$ cat config.mk
export PLATFORM = sky130hd
export DESIGN_NAME = dmsp_merge_flat
export DESIGN_NICKNAME = d
export VERILOG_FILES = /design/src/design/dmsp_pkg.sv /design/src/design/dmsp_if.sv /design/src/design/dmsp_merge.sv /design/src/flat_wrapper.sv
export SDC_FILE = /design/constraint.sdc
export NUM_CORES = 1
export LEC_CHECK = 0
export BUFFER_PORTS_ARGS = -buffer_cell sky130_fd_sc_hd__buf_2
export CORE_MARGIN = 2
export CORE_UTILIZATION = 36
export DETAILED_ROUTE_END_ITERATION = 16
export GPL_ROUTABILITY_DRIVEN = 0
export PLACE_DENSITY = 0.73
export SLEW_MARGIN = 20
export SYNTH_ARGS = -nofsm -noshare
export SYNTH_HDL_FRONTEND = slang
export SYNTH_SLANG_ARGS = --single-unit
$ cat constraint.sdc
create_clock -name clk_i -period 1.89 [get_ports clk_i]
set_clock_uncertainty 0.1 [all_clocks]
set_input_delay 0.0945 -clock clk_i [delete_from_list [all_inputs] [get_ports clk_i]]
set_output_delay 0.0945 -clock clk_i [all_outputs]
set_load 0.05 [all_outputs]
$ cat src/design/dmsp_pkg.sv
`timescale 1ns / 1ps
// ----------------------------------------------------------------------------
// dmsp_pkg
// Shared widths, constants and types of the dual motor speed PID unit.
// ----------------------------------------------------------------------------
package dmsp_pkg;

  localparam int DATA_W        = 16;
  localparam int PROD_W        = 2 * DATA_W;
  localparam int ACC_W         = PROD_W + 2;
  localparam int LIMIT_W       = 15;
  localparam int CFG_IDX_W     = 3;
  localparam int FRAC_BITS_DEF = 8;

  localparam logic [LIMIT_W-1:0] LIMIT_RESET = 15'd1500;

  typedef enum logic [CFG_IDX_W-1:0] {
    CFG_KP    = 3'd0,
    CFG_KI    = 3'd1,
    CFG_KD    = 3'd2,
    CFG_LIMIT = 3'd3
  } cfg_reg_e;

  // Stage load enables from the pipeline control to each lane
  typedef struct packed {
    logic s1_en;
    logic s2_en;
  } ctrl_t;

endpackage

$ cat src/design/dmsp_if.sv


interface dmsp_out_if;
  logic                                valid;
  logic                                ready;
  logic signed [dmsp_pkg::DATA_W-1:0]  drive_a;
  logic signed [dmsp_pkg::DATA_W-1:0]  drive_b;

  modport source (output valid, drive_a, drive_b, input ready);
  modport sink (input valid, drive_a, drive_b, output ready);
endinterface

$ cat src/design/dmsp_merge.sv
`timescale 1ns / 1ps
// ----------------------------------------------------------------------------
// dmsp_merge
// Pipeline control and the output register that joins both lane results.
// ----------------------------------------------------------------------------
module dmsp_merge (
  input  logic                                 clk_i,
  input  logic                                 rst_ni,
  input  logic                                 in_valid_i,
  output logic                                 in_ready_o,
  output dmsp_pkg::ctrl_t                      ctrl_o,
  input  logic signed [dmsp_pkg::DATA_W-1:0]   drive_a_i,
  input  logic signed [dmsp_pkg::DATA_W-1:0]   drive_b_i,
  dmsp_out_if.source                           out_o
);

  logic s1_v_q, s2_v_q, out_v_q;
  logic adv_out, adv2, adv1;
  logic signed [dmsp_pkg::DATA_W-1:0] drive_a_q, drive_b_q;

  assign adv_out = !out_v_q || out_o.ready;
  assign adv2    = !s2_v_q || adv_out;
  assign adv1    = !s1_v_q || adv2;

  assign in_ready_o   = adv1;
  assign ctrl_o.s1_en = in_valid_i && adv1;
  assign ctrl_o.s2_en = s1_v_q && adv2;

  always_ff @(posedge clk_i or negedge rst_ni) begin
    if (!rst_ni) begin
      s1_v_q  <= 1'b0;
      s2_v_q  <= 1'b0;
      out_v_q <= 1'b0;
    end else begin
      if (adv1)    s1_v_q  <= in_valid_i;
      if (adv2)    s2_v_q  <= s1_v_q;
      if (adv_out) out_v_q <= s2_v_q;
    end
  end

  // Hold the result while the request is stalled
  always_ff @(posedge clk_i) begin
    if (adv_out && s2_v_q) begin
      drive_a_q <= drive_a_i;
      drive_b_q <= drive_b_i;
    end
  end

  assign out_o.valid   = out_v_q;
  assign out_o.drive_a = drive_a_q;
  assign out_o.drive_b = drive_b_q;

  a_result_from_stage2: assert property (@(posedge clk_i) disable iff (!rst_ni)
    $rose(out_v_q) |-> $past(s2_v_q))
    else $error("result raised without a product stage entry");

endmodule

$ cat src/flat_wrapper.sv
// flat-port wrapper written by rule: the top's interface ports become plain ports
module dmsp_merge_flat 
  (clk_i, rst_ni, in_valid_i, in_ready_o, ctrl_o, drive_a_i, drive_b_i, out_o_valid, out_o_drive_a, out_o_drive_b, out_o_ready);
  dmsp_out_if out_o_i ();
  input  logic clk_i;
  input  logic rst_ni;
  input  logic in_valid_i;
  output logic in_ready_o;
  output dmsp_pkg::ctrl_t ctrl_o;
  input  logic signed [dmsp_pkg::DATA_W-1:0] drive_a_i;
  input  logic signed [dmsp_pkg::DATA_W-1:0] drive_b_i;
  output wire logic [$bits(out_o_i.valid)-1:0] out_o_valid;
  output wire logic [$bits(out_o_i.drive_a)-1:0] out_o_drive_a;
  output wire logic [$bits(out_o_i.drive_b)-1:0] out_o_drive_b;
  input wire logic [$bits(out_o_i.ready)-1:0] out_o_ready;
  assign out_o_valid = out_o_i.valid;
  assign out_o_drive_a = out_o_i.drive_a;
  assign out_o_drive_b = out_o_i.drive_b;
  assign out_o_i.ready = out_o_ready;
  dmsp_merge u_core (.clk_i(clk_i), .rst_ni(rst_ni), .in_valid_i(in_valid_i), .in_ready_o(in_ready_o), .ctrl_o(ctrl_o), .drive_a_i(drive_a_i), .drive_b_i(drive_b_i), .out_o(out_o_i));
endmodule
==> results.json <==
{
  "post_cts_buffers": 0,
  "via_per_inst": 4.29,
  "netlist_area_mm2": 0.00110,
  "initial_utilization_pct": 37.1,
  "fp.dieArea_mm2": 0.00352,
  "cts_buffer_depth": 2,
  "end_kind": "output port",
  "ys_ff_latch": 35,
  "fin_util_pct": 65.8,
  "yosysMostFrequentCell": "edfxtp_1",
  "rr_worst_depth": 3,
  "nets": 196,
  "peakVddDrop_v": 0.000579,
  "worstPathRequired_ns": 1.70,
  "io_buffers": 71,
  "worst_pin_slew_ns": 0.265,
  "grt_use_total_pct": 14.1,
  "cts_max_level": 2,
  "slew_headroom_pct": 82.5,
  "grt_overflow_total": 0,
  "synthesis.instances": 44,
  "antenna_cells": 0,
  "slowest_stage": "dlygate4sd3_1",
  "yosysUniqueCellTypes": 8,
  "cts_tree": "yes",
  "fmax_mhz": 643,
  "max_stage_delay_ns": 0.52,
  "cp_max_fo": 3,
  "core_mm2": 0.00298,
  "synth_area_leader_cell": "edfxtp_1",
  "synth_edf_count": 32,
  "grt_max_degree": 33,
  "finalHoldViolations": 0,
  "synthTopCellsByArea": "edfxtp_1, dfrtp_1, nand2b_1, nand4b_2, and2_1",
  "die_h_um": 59.4,
  "crit_arrival_ns": 1.36,
  "rsz0062_at_grt": "no",
  "root_buffer": "clkbuf_4",
  "die_w_um": 59.4,
  "wl_um": 2340,
  "crit_path_frequent_cell": "buf_2",
  "syn_nets": 80,
  "synth-seq-area-share_pct": 93.9,
  "async_flop_share_pct": 8.57,
  "rows": 20,
  "first_iter_violations": 9,
  "crit_type": "in2out",
  "synth.avg_cell_area_um2": 25.1,
  "finalSetupTns_ns": 0,
  "finalHoldWorstSlack_ns": 0.365,
  "cts_sinks": 35,
  "synth_ff_type": "edfxtp_1",
  "ys_warn_count": 0,
  "io_pins": 72,
  "finalSetupViolCount": 0,
  "first_pass_iters": 4,
  "grt_pass1_wl_um": 3440,
  "ant_nets": 0,
  "min_path_cells": 2,
  "antenna_found_initial": 0,
  "clkTransAtPathRegs_ns": 0.10,
  "numCtsBuffers": 5,
  "worstHoldPathType": "in2reg",
  "status": "completed",
  "layout-drive-gt1-share_pct": 50.3,
  "crit_path_start_kind": "input pin",
  "post-route-min-period_ns": 1.56,
  "crit_chain": "dlygate4sd3_1 -> buf_2 -> nand4b_2 -> and2_1 -> buf_2",
  "p_per_area_mw_per_mm2": 933,
  "cts_resized": 0,
  "drv_slew": 0,
  "vias": 833,
  "drv_cap": 0,
  "grt_pass1_vias": 835,
  "ys_top_cells_by_count": "edfxtp_1, dfrtp_1, nand2b_1, and2_1",
  "leakage_nw": 0.850,
  "synth_top_area_share_pct": 87.1,
  "min_period_over_period_pct": 82.3,
  "clk-insertion-delay-late_ns": 0.32,
  "drcViolationCount": 0,
  "area_growth_pct": 77.7,
  "wl_per_cell_um": 12.1
}
==> per-layer routing <==
layer	share of wire [%]	vias up	global-route usage [%]
met5	0	-	0
met4	0.98	0	4.87
met3	7.9	3	6.99
met2	55	46	26.7
met1	36	380	12.5
li1	-	404	-
==> cells in the final DEF (no fill, tap or decap) <==
cell and instances:
buf_2 71, dlygate4sd3_1 37, edfxtp_1 32, clkbuf_4 5, nand2b_1 3, dfrtp_1 3
clkbuf_8 2, nand4b_2 1, and2_1 1, nor2b_1 1, a21boi_1 1, and2_2 1
a21o_1 1, clkbuf_1 1, buf_12 1
==> logic make-up (layout without fill, tap and decap cells) <==
family                 count (synthesis)  after routing  synth area share, %
flip-flops                            35             35                 93.9
AND/OR/NAND/NOR                        7              7                 4.76
AO/OA/AOI/OAI                          2              2                 1.36
buffers and inverters                  0            117                    0
==> final cells by class <==
type	instances	area, um2
Fill cell	220	1020
Multi-Input combinational cell	9	68.8
Timing Repair Buffer	109	746
Tap cell	33	41.3
Clock buffer	8	68.8
Sequential cell	35	1040
==> worst paths after layout <==
| kind | start | to | slack, ns |
|---|---|---|---|
| hold / removal | drive_a_i[10] | u_core.out_o.drive_a[10]$_DFFE_PP_ | 0.36 |
| max in group asynchronous | rst_ni | u_core.out_o.valid$_DFFE_PN0P_ | 1.03 |
| setup / recovery | out_o_ready | ctrl_o[1] | 0.33 |
| setup reg to reg | u_core.out_o.valid$_DFFE_PN0P_ | u_core.s1_v_q$_DFFE_PN0P_ | 0.50 |
| min in group asynchronous | rst_ni | u_core.s1_v_q$_DFFE_PN0P_ | 0.52 |
| hold reg to reg | u_core.s1_v_q$_DFFE_PN0P_ | u_core.s2_v_q$_DFFE_PN0P_ | 0.43 |
==> through the flow <==
stage / std cells / total power, mW / area [um2] / setup slack, ns
3_5_place_dp: 149 / 1.35 / 1520 / 0.594
6_report: 194 / 1.83 / 1960 / 0.334
3_3_place_gp: 149 / 1.34 / 1520 / 0.650
5_1_grt: 194 / 1.91 / 1960 / 0.270
4_1_cts: 194 / 1.85 / 1960 / 0.364
2_1_floorplan: 44 / 1.23 / 1100 / 0.109
==> state kept, by name, summed over array words and instances, names as in the netlist <==
register	cells
u_core.out_o.drive_a	16
u_core.s1_v_q	1
u_core.out_o.valid	1
u_core.out_o.drive_b	16
u_core.s2_v_q	1
==> power breakdown <==
part | switching (mW) | total [mW] | internal (mW) | leakage, nW
Combinational | 0.307 | 0.444 | 0.137 | 0.471
Clock | 0.224 | 0.443 | 0.219 | 0.0386
Sequential | 0.0185 | 0.943 | 0.925 | 0.341
Total | 0.549 | 1.83 | 1.28 | 0.850
==> critical path, delay by kind of cell <==
family,cells,cell delay (ns)
buffers and inverters,3,0.86
and+or+nand+nor,2,0.41
==> what timing repair did <==
item / CTS / global route
endpoints found under the setup margin: 0 / 0
hold buffers: 37 / 0
endpoints found under the hold margin: 38 / 0
Power figures use the tool's default switching activity.
