===== src/design/dmsp_pkg.sv =====
`timescale 1ns / 1ps
// ----------------------------------------------------------------------------
// dmsp_pkg
// Shared widths, constants and types of the dual motor speed PID unit.
// ----------------------------------------------------------------------------
package dmsp_pkg;

  localparam int DATA_W        = 16;
  localparam int PROD_W        = 2 * DATA_W;
  localparam int ACC_W         = PROD_W + 2;
  localparam int LIMIT_W       = 15;
  localparam int CFG_IDX_W     = 3;
  localparam int FRAC_BITS_DEF = 8;

  localparam logic [LIMIT_W-1:0] LIMIT_RESET = 15'd1500;

  typedef enum logic [CFG_IDX_W-1:0] {
    CFG_KP    = 3'd0,
    CFG_KI    = 3'd1,
    CFG_KD    = 3'd2,
    CFG_LIMIT = 3'd3
  } cfg_reg_e;

  // Stage load enables from the pipeline control to each lane
  typedef struct packed {
    logic s1_en;
    logic s2_en;
  } ctrl_t;

endpackage


===== src/design/dmsp_lane.sv =====
`timescale 1ns / 1ps
// ----------------------------------------------------------------------------
// dmsp_lane
// One motor's PID: error history update, three gain products, sum and clamp.
// ----------------------------------------------------------------------------
module dmsp_lane #(
  parameter int GAIN_FRAC_BITS = dmsp_pkg::FRAC_BITS_DEF
) (
  input  logic                                  clk_i,
  input  logic                                  rst_ni,
  input  dmsp_pkg::ctrl_t                       ctrl_i,
  input  logic                                  clear_i,
  input  logic signed [dmsp_pkg::DATA_W-1:0]    target_i,
  input  logic signed [dmsp_pkg::DATA_W-1:0]    measured_i,
  input  logic signed [dmsp_pkg::DATA_W-1:0]    kp_i,
  input  logic signed [dmsp_pkg::DATA_W-1:0]    ki_i,
  input  logic signed [dmsp_pkg::DATA_W-1:0]    kd_i,
  input  logic        [dmsp_pkg::LIMIT_W-1:0]   limit_i,
  output logic signed [dmsp_pkg::DATA_W-1:0]    drive_o
);

  logic signed [dmsp_pkg::DATA_W-1:0] err;
  logic signed [dmsp_pkg::DATA_W-1:0] sum_d, sum_q;
  logic signed [dmsp_pkg::DATA_W-1:0] prev_q, older_q;
  logic signed [dmsp_pkg::DATA_W-1:0] diff_d, diff_q;
  logic signed [dmsp_pkg::PROD_W-1:0] prod_p_q, prod_i_q, prod_d_q;
  logic signed [dmsp_pkg::ACC_W-1:0]  acc, shifted, lim_pos, lim_neg, sat;

  assign err    = target_i - measured_i;
  assign sum_d  = (clear_i ? '0 : sum_q) + err;
  assign diff_d = prev_q - older_q;

  // Stage 1: history update; sum_q and prev_q double as the stage registers
  always_ff @(posedge clk_i or negedge rst_ni) begin
    if (!rst_ni) begin
      sum_q   <= '0;
      prev_q  <= '0;
      older_q <= '0;
    end else if (ctrl_i.s1_en) begin
      sum_q   <= sum_d;
      prev_q  <= err;
      older_q <= prev_q;
    end
  end

  always_ff @(posedge clk_i) begin
    if (ctrl_i.s1_en) begin
      diff_q <= diff_d;
    end
  end

  // Stage 2: gain products
  always_ff @(posedge clk_i) begin
    if (ctrl_i.s2_en) begin
      prod_p_q <= prev_q * kp_i;
      prod_i_q <= sum_q * ki_i;
      prod_d_q <= diff_q * kd_i;
    end
  end

  // Stage 3 logic: sum, floor shift, symmetric clamp
  always_comb begin
    acc     = dmsp_pkg::ACC_W'(prod_p_q) + dmsp_pkg::ACC_W'(prod_i_q)
            + dmsp_pkg::ACC_W'(prod_d_q);
    shifted = acc >>> GAIN_FRAC_BITS;
    lim_pos = $signed({{(dmsp_pkg::ACC_W - dmsp_pkg::LIMIT_W){1'b0}}, limit_i});
    lim_neg = -lim_pos;
    if (shifted > lim_pos) begin
      sat = lim_pos;
    end else if (shifted < lim_neg) begin
      sat = lim_neg;
    end else begin
      sat = shifted;
    end
    drive_o = sat[dmsp_pkg::DATA_W-1:0];
  end

  a_clear_restarts_sum: assert property (@(posedge clk_i) disable iff (!rst_ni)
    ctrl_i.s1_en && clear_i |=> sum_q == $past(err))
    else $error("error sum not restarted on clear");

  a_history_shift: assert property (@(posedge clk_i) disable iff (!rst_ni)
    ctrl_i.s1_en |=> older_q == $past(prev_q))
    else $error("error history did not shift");

endmodule


===== config.mk =====
export PLATFORM = sky130hd
export DESIGN_NAME = dmsp_lane
export DESIGN_NICKNAME = d
export VERILOG_FILES = /design/src/design/dmsp_pkg.sv /design/src/design/dmsp_lane.sv
export SDC_FILE = /design/constraint.sdc
export NUM_CORES = 2
export LEC_CHECK = 0
export BUFFER_PORTS_ARGS = -buffer_cell sky130_fd_sc_hd__buf_2
export CORE_MARGIN = 10
export CORE_UTILIZATION = 45
export CTS_CLUSTER_DIAMETER = 60
export DETAILED_ROUTE_END_ITERATION = 8
export SETUP_SLACK_MARGIN = 0.1
export SYNTH_ARGS = -nofsm -noshare
export SYNTH_HDL_FRONTEND = slang
export SYNTH_SLANG_ARGS = --single-unit
export TNS_END_PERCENT = 5

===== constraint.sdc =====
create_clock -name clk_i -period 18.2 [get_ports clk_i]
set_input_delay 3.64 -clock clk_i [delete_from_list [all_inputs] [get_ports clk_i]]
set_output_delay 3.64 -clock clk_i [all_outputs]
set_load 0.03 [all_outputs]

==> flow_metrics.py <==
metrics = {
    "clock_tree": {
        "clock_latency_ns": 0.45,
        "clock_path_buffers": 2,
        "cts_buffers": 17,
        "hold_buffers": 0,
        "h-tree-depth": 4,
        "cts.sinks": 160,
        "path_clk_slew_ns": 0.07,
        "cts_setup_buffers": 0,
        "tritoncts": "built",
        "ctsResizeCount": 0,
        "cts-root-buf": "clkbuf_16",
    },
    "worst_setup_path": {
        "required_ns": 14.56,
        "startpoint_type": "input pin",
        "worstSetupEndpointType": "output port",
        "rrSetupSlack_ns": 10.41,
        "worstPathCellList": "buf_2 -> inv_1 -> ha_1 -> nor3b_1 -> nand4_1 -> or3_1 -> nor2_1 -> ha_1 -> a211oi_1 -> o21ai_0 -> a221o_1 -> a31o_2 -> a21o_1 -> o31a_1 -> o41ai_1 -> a21oi_2 -> buf_4 -> inv_2 -> a21oi_1 -> o22ai_1 -> buf_2",
        "crit_path_max_fanout": 32,
        "max_stage_delay_ns": 0.51,
        "cp_data_arrival_time_ns": 8.70,
        "slowest_stage": "or3_1",
        "crit_type": "input pin to output port",
    },
    "synth": {
        "synthFlopType": "edfxtp_1",
        "yosys.cell_types.count": 75,
        "muxShareOfSynthArea_pct": 0.963,
        "netlist.area_leader.share_pct": 41.0,
        "yosys.area.top_type": "fa_1",
        "synthAdderAreaFrac_pct": 52.5,
        "synthSimpleGateAreaFrac_pct": 14.1,
        "synth-seq-cells": 160,
        "synth_top_family_by_area": "adder cells",
        "async_flop_share_pct": 30.0,
        "synthTopCellsByArea": "fa_1 41%, ha_1 11%, inv_1 9.2%",
        "netlist_area_sq_um": 40000,
        "synth_xor_area_share_pct": 3.83,
        "yosysSeqAreaShare_pct": 11.4,
        "yosys_warnings": 0,
        "synth_nets": 5512,
        "synth_compound_area_share_pct": 6.88,
        "syn_avg_cell_area_sq_um": 9.47,
        "synth_edf_count": 112,
        "syn_inst": 4226,
    },
    "routing": {
        "drtIter0Drc": 1744,
        "finalWirelength_microns": 94100,
        "drc_errors": 0,
        "post_drt_wl_per_cell_microns": 17.3,
        "dr.pass1.iters": 6,
        "vias": 27800,
        "ant_nets": 0,
        "via_per_inst": 5.10,
    },
    "floorplan": {
        "die_x_microns": 318,
        "die_h_microns": 318,
        "core-area_sq_um": 88400,
        "die-area_sq_um": 101000,
        "initial_core_util_pct": 45.3,
        "boundaryPins": 116,
        "num_rows": 109,
    },
    "global_route": {
        "antenna_found_initial": 5,
        "grt_usage_pct": 19.3,
        "grt_pass1_vias": 30200,
        "gr-total-overflow": 0,
        "grt_pass1_wl_microns": 159000,
        "grt_max_degree": 84,
    },
    "place": {
        "post_dp_cell_area_sq_um": 41700,
        "numPlacedInstances": 5406,
        "routabilityCongestion": 0.838,
        "port_buffers": 115,
        "dp_hpwl_microns": 79000,
    },
    "min_path": {
        "holdCritPathClass": "register to register",
    },
    "timing": {
        "period_minus_slack_ns": 12.34,
        "finalCritPeriodShare_pct": 67.8,
        "worst_clock_skew_ns": 0.0108,
        "tns_ns": 0,
        "rsz0062_at_grt": "no",
        "hold_viol_final": 0,
        "worst_pin_slew_ns": 1.16,
        "maxSlewViolCount": 0,
        "finalSetupViolCount": 0,
        "fmax_mhz": 81.0,
        "maxSlewHeadroom_pct": 23.0,
    },
    "layout": {
        "final_area_sq_um": 42300,
        "layout.cells.most_common_list": "986 x inv_1, 820 x fa_1, 428 x nand2_1",
        "final_cells": 5441,
        "final_nets": 5546,
        "multi_input_area_sq_um": 31300,
        "drive_gt1_share_pct": 5.03,
        "regArea_sq_um": 4560,
        "syn2layout_area_growth_pct": 5.78,
        "fillers": 8482,
        "final_common_cell": "inv_1",
    },
    "flow_run": {
        "drv_cap": 0,
    },
    "run_status": {
        "status": "completed",
    },
}
metal layers:
metal | vias to the layer above | GRT usage (%) | wire, microns
met1 | 14100 | 25.8 | 42300
li1 | 12900 | - | -
met4 | 4 | 3.26 | 1360
met2 | 573 | 33.6 | 46600
met3 | 100 | 2.24 | 3790
met5 | - | 0 | 21
per-stage QoR:
stage          util (%)  worst slack, ns  hold WS, ns
3_5_place_dp       47.2             5.87        0.503
2_1_floorplan         -             6.45        0.485
6_report           47.9             5.86        0.516
4_1_cts            47.9             5.83        0.519
3_3_place_gp       47.2             6.00        0.493
5_1_grt            47.9             5.52        0.534
logic make-up after synthesis:
family | after synthesis
flip-flops | 160
XOR/XNOR | 175
multiplexers | 35
AND/OR/NAND/NOR | 1138
AO/OA/AOI/OAI | 426
adder cells (fa/ha/maj) | 1186
buffers and inverters | 1106
worst max-delay path, delay by kind of cell:
kind,cells,cell delay [ns]
compound gates,10,2.02
simple gates,4,1.56
buf+inv,5,0.91
fa+ha+maj,2,0.55
path summary, 6_finish.rpt:
check / from / to / depth (start not counted)
setup / recovery: limit_i[1] / drive_o[2] / 21
hold / removal: older_q[0] / older_q[0] / 1
setup reg to reg: prev_q[5] / prod_p_q[30] / 21
hold reg to reg: older_q[0] / older_q[0] / 1
max in group asynchronous: rst_ni / older_q[7] / 2
min in group asynchronous: rst_ni / sum_q[15] / 2
cell type report:
| class | instances | area share (%) |
|---|---|---|
| inverters | 989 | 8.77 |
| repair buffers | 132 | 1.67 |
| clock buffers | 17 | 1.00 |
| multi-input cells | 2960 | 73.9 |
| well taps | 1165 | 3.44 |
| flip-flops and latches | 160 | 10.8 |
| clock inverters | 15 | 0.402 |
| diodes | 3 | 0.0177 |
registers in the layout, summed over array words and instances (netlist names):
signal and count:
prev_q 16, prod_i_q 32, older_q 16, prod_d_q 32, prod_p_q 32, diff_q 16, sum_q 16
synth_stat cells (all sizes together), types with 4 or more instances:
| cell type | count |
|---|---|
| edfxtp | 112 |
| o21ai | 95 |
| o211ai | 4 |
| nand3 | 29 |
| nand2 | 429 |
| nor2 | 142 |
| xnor2 | 142 |
| buf | 13 |
| a41o | 4 |
| a31o | 5 |
| o2111ai | 4 |
| dfrtp | 48 |
| a21o | 56 |
| nand4 | 12 |
| a211oi | 16 |
| mux2 | 28 |
| xor2 | 33 |
| mux2i | 7 |
| o21bai | 24 |
| a21boi | 5 |
| ha | 366 |
| nor2b | 38 |
| a31oi | 10 |
| and2 | 372 |
| a21oi | 128 |
| nor3b | 4 |
| o21a | 25 |
| o41ai | 8 |
| nor3 | 46 |
| inv | 988 |
| and3 | 14 |
| o22ai | 5 |
| fa | 820 |
| o31ai | 7 |
| or3 | 11 |
| nand2b | 24 |
| nor4 | 6 |
| a211o | 4 |
| clkbuf | 104 |
Power is left out: the tool's default activity adds up to more than one toggle a clock period on the data nets, which glitch-free logic cannot reach.
